### src/mi3_pkg.sv
// Shared constants and types for the 3x3 matrix inverse core.
package mi3_pkg;

    localparam int FRAC_BITS  = 16;
    localparam int ENT_W      = 32;
    localparam int NENT       = 9;
    localparam int PROD_W     = 2 * ENT_W;
    localparam int COF_W      = PROD_W + 1;
    localparam int DET_W      = COF_W + ENT_W + 2;
    localparam int NUM_W      = COF_W + 2 * FRAC_BITS;
    localparam int DEN_W      = DET_W;
    localparam int QB         = ENT_W + 2;
    localparam int CMP_W      = DEN_W + QB;
    localparam int LANE_LAT   = QB + 2;
    localparam int FIFO_DEPTH = 4;
    localparam int FIFO_AW    = 2;
    localparam int DATA_W     = NENT * ENT_W;

    localparam logic [ENT_W-1:0] ONE_VAL = ENT_W'(64'd1 << FRAC_BITS);
    localparam logic [ENT_W-1:0] POS_MAX = {1'b0, {(ENT_W-1){1'b1}}};
    localparam logic [ENT_W-1:0] NEG_MIN = {1'b1, {(ENT_W-1){1'b0}}};

    // cofactor i = e[p0]*e[p1] - e[p2]*e[p3], entries row by row
    localparam int COF_PAIR [NENT][4] = '{
        '{4, 8, 5, 7}, '{2, 7, 1, 8}, '{1, 5, 2, 4},
        '{5, 6, 3, 8}, '{0, 8, 2, 6}, '{2, 3, 0, 5},
        '{3, 7, 4, 6}, '{1, 6, 0, 7}, '{0, 4, 1, 3}
    };

    typedef logic signed [ENT_W-1:0] ent_t;
    typedef logic signed [COF_W-1:0] cof_t;
    typedef logic signed [DET_W-1:0] det_t;

    typedef struct packed {
        cof_t [NENT-1:0] cof;
        det_t            det;
    } job_t;

    typedef struct packed {
        logic full;
        logic empty;
    } fifo_stat_t;

endpackage

### src/mi3_fifo.sv
// Short request queue between front and back.
module mi3_fifo (
    input  logic                 clk,
    input  logic                 rst_n,
    input  logic                 push,
    input  mi3_pkg::job_t        wdata,
    input  logic                 pop,
    output mi3_pkg::job_t        rdata,
    output mi3_pkg::fifo_stat_t  fstat
);

    localparam int AW = mi3_pkg::FIFO_AW;

    mi3_pkg::job_t   mem [mi3_pkg::FIFO_DEPTH];
    logic [AW-1:0]   wptr_reg, rptr_reg;
    logic [AW:0]     cnt_reg;
    logic            do_pop;

    assign fstat.full  = (cnt_reg == (AW+1)'(mi3_pkg::FIFO_DEPTH));
    assign fstat.empty = (cnt_reg == '0);
    assign do_pop      = pop && !fstat.empty;
    assign rdata       = mem[rptr_reg];

    always_ff @(posedge clk or negedge rst_n)
    begin
        if (!rst_n)
        begin
            wptr_reg <= '0;
            rptr_reg <= '0;
            cnt_reg  <= '0;
        end
        else
        begin
            if (push)
            begin
                wptr_reg <= wptr_reg + 1'b1;
            end
            if (do_pop)
            begin
                rptr_reg <= rptr_reg + 1'b1;
            end
            cnt_reg <= cnt_reg + (AW+1)'(push) - (AW+1)'(do_pop);
        end
    end

    always_ff @(posedge clk)
    begin
        if (push)
        begin
            mem[wptr_reg] <= wdata;
        end
    end

    always_ff @(posedge clk)
    begin
        assert (!(push && fstat.full && !do_pop))
        else $error("queue written while full");
    end

    property p_cnt_track;
        @(posedge clk) disable iff (!rst_n)
        (push && !do_pop) |=> (cnt_reg == $past(cnt_reg) + 1'b1);
    endproperty
    a_cnt_track: assert property (p_cnt_track) else $error("queue count slip");

    property p_bound;
        @(posedge clk) disable iff (!rst_n)
        cnt_reg <= (AW+1)'(mi3_pkg::FIFO_DEPTH);
    endproperty
    a_bound: assert property (p_bound) else $error("queue count overflow");

endmodule

### config.mk
export PLATFORM = sky130hd
export DESIGN_NAME = mi3_fifo
export DESIGN_NICKNAME = d
export VERILOG_FILES = /design/src/mi3_pkg.sv /design/src/mi3_fifo.sv
export SDC_FILE = /design/constraint.sdc
export NUM_CORES = 2
export LEC_CHECK = 0
export BUFFER_PORTS_ARGS = -buffer_cell sky130_fd_sc_hd__buf_2
export CAP_MARGIN = 20
export CORE_AREA = 2 2 532 534
export DETAILED_ROUTE_END_ITERATION = 16
export DIE_AREA = 0 0 534 536
export GPL_TIMING_DRIVEN = 1
export PLACE_DENSITY = 0.63
export SYNTH_ARGS = -nofsm -noshare
export SYNTH_HDL_FRONTEND = slang
export SYNTH_SLANG_ARGS = --single-unit
### constraint.sdc
create_clock -name clk -period 52.4 [get_ports clk]
set_clock_uncertainty 0.2 [all_clocks]
set_input_delay 2.62 -clock clk [delete_from_list [all_inputs] [get_ports clk]]
set_output_delay 2.62 -clock clk [all_outputs]
set_load 0.01 [all_outputs]
==> flow_metrics.tcl <==
set metrics [dict create \
    rsz0062_at_grt "no" \
    die_width_um 534 \
    synth-edff-count 2736 \
    stdcell_area_mm2 0.1196 \
    vias_per_cell 5.032 \
    core-area_mm2 0.2808 \
    ys_seq_elements 2743 \
    timing.setup.tns_ps 0 \
    dpl.cell_count 8634 \
    synthFlopType "edfxtp_1" \
    drtPass1Iterations 7 \
    final_cell_mix "edfxtp_1 (2736), buf_2 (1373), mux4_2 (684)" \
    dp_hpwl_um 174300 \
    max_cap_viol_count 0 \
    area_growth_pct 20.70 \
    fmax_mhz 98.86 \
    worst_slew_pin_slew_ps 1132 \
    htreeDepth 5 \
    clk_latency_ps 870 \
    power.density_cell_area_mw_per_mm2 58.47 \
    post_drt_wl_per_cell_um 27.82 \
    antenna_found_initial 223 \
    portBuffers 1373 \
    drc 0 \
    synth_area_per_cell_um2 27.47 \
    cp-start-kind "flip-flop" \
    leakage_uw 0.03992 \
    worstSetupStartpoint "rptr_reg[0]$_DFFE_PN0P_" \
    largest_reg_flops 2736 \
    cp_max_fo 89 \
    setup_viol 0 \
    cts.clk_slew.worst_paths_ps 60 \
    fin_cells 9247 \
    outcome "finished, final reports clean" \
    num_rows 195 \
    grt_max_degree 139 \
    async_flop_share_pct 0.2552 \
    slew_headroom_pct 24.55 \
    ios 1374 \
    placed_area_mm2 0.1102 \
    postCtsSetupBuffers 0 \
    clockBufferDepth 4 \
    cts_resized 0 \
    ys_types 20 \
    finalCriticalPeriod_ps 10120 \
    final_common_cell "edfxtp_1" \
    ir_worst_vdd_mv 0.04501 \
    fin_util_pct 42.59 \
    yosysWarnings 0 \
    grt_pass1_vias 47218 \
    dieHeight_um 536 \
    synth_area_mm2 0.09909 \
    hold_violations 0 \
    ys_seq_area_share_pct 83.09 \
    grt_first_pass_wirelength_um 358500 \
    gp_congestion 0.8473 \
    fillCellCount 24008 \
    synthesis.nets 4303 \
    cts-root-buf "clkbuf_16" \
    slew_viol_final 0 \
    first_iter_violations 4118 \
    syn_inst 3608 \
    drive_gt1_share_pct 46.74 \
    worst-setup-path-type "reg -> out" \
    r2r_start "wptr_reg[1]$_DFFE_PN0P_" \
    numCtsBuffers 289 \
    finalCritPeriodShare_pct 19.30 \
    hold_buffers 0 \
    min_path_type "reg -> reg" \
    nets 5877 \
    dieArea_mm2 0.2862 \
    cp-end-kind "output port" \
    initial_utilization_pct 35.29 \
    grt_util_all_layers_pct 17.45 \
    grt-ovfl-total 0 \
    cts_tree "yes" \
    hp-start "wptr_reg[0]$_DFFE_PN0P_" \
    critical_path_required_ps 49580 \
    vias 46531 \
    wl_um 257300 \
    arrival_ps 7300 \
    antenna_left 0 \
    cts_sinks 2743 \
]
==> cell usage after synthesis (2+ instances only) <==
| cell type | number | share of area, % |
|---|---|---|
| mux4_2 | 684 | 16 |
| inv_1 | 7 | 0.027 |
| edfxtp_1 | 2736 | 83 |
| clkbuf_1 | 7 | 0.027 |
| xnor2_1 | 4 | 0.035 |
| buf_1 | 2 | 0.0076 |
| ha_1 | 6 | 0.076 |
| buf_2 | 82 | 0.41 |
| buf_6 | 60 | 0.68 |
| dfrtp_1 | 7 | 0.18 |
| and2_1 | 4 | 0.025 |
==> worst paths after layout <==
kind,end,slack (ps),cells after the start
setup reg to reg,mem[1][482]$_DFFE_PP_,45430,9
setup / recovery,rdata[592],42280,8
hold / removal,wptr_reg[0]$_DFFE_PN0P_,330,1
max in group asynchronous,rptr_reg[1]$_DFFE_PN0P_,50360,1
hold reg to reg,wptr_reg[0]$_DFFE_PN0P_,330,1
min in group asynchronous,wptr_reg[0]$_DFFE_PN0P_,1410,1
==> critical path, cell delays in order, from the launching register on <==
cell	delay, ps
dfrtp_4	1070
buf_4	730
buf_4	650
buf_4	730
buf_4	750
buf_12	610
buf_4	810
mux4_2	620
buf_2	160
==> where the power goes <==
group          switching [uW]  leakage, uW  total, uW  internal (uW)
sequential               98.4       0.0252       2970           2870
clock                     839      0.00447       1970           1130
combinational            1230       0.0102       2050            825
==> kinds of logic after synthesis <==
logic type                 synth area share, %
AOI/OAI and AO/OA                      0.02146
xor gates and xnor gates               0.04419
adders and majority gates              0.09596
buffers and inverters                    1.164
DFF                                      83.09
muxes                                    15.55
and+or+nand+nor                        0.04166
==> layout make-up <==
cell class,count,area [um^2],share of cell area [%]
clock buffers,362,7712,6.448
diodes,98,245.2,0.2050
multi-input cells,706,15620,13.06
clock inverters,153,1491,1.247
inverters,7,26.28,0.02197
well taps,3743,4683,3.916
repair buffers,1435,7487,6.260
flip-flops and latches,2743,82340,68.85
==> metrics by stage <==
stage	setup slack, ps	power [uW]	hold slack [ps]
after global placement	42800	5093	309.3
after global routing	41370	7276	357.3
final	42280	6993	334.5
after floorplan	33120	4548	291.4
after CTS	41740	7093	335.1
after detailed placement	42760	5112	326.6
==> per-layer routing <==
metal | up-vias | wire (um) | GRT usage (%)
met4 | 160 | 9191 | 5.549
met2 | 2110 | 119300 | 27.13
li1 | 19138 | - | -
met3 | 663 | 33890 | 8.591
met5 | - | 1062 | 0
met1 | 24460 | 93830 | 21.29
Power figures use the tool's default switching activity.
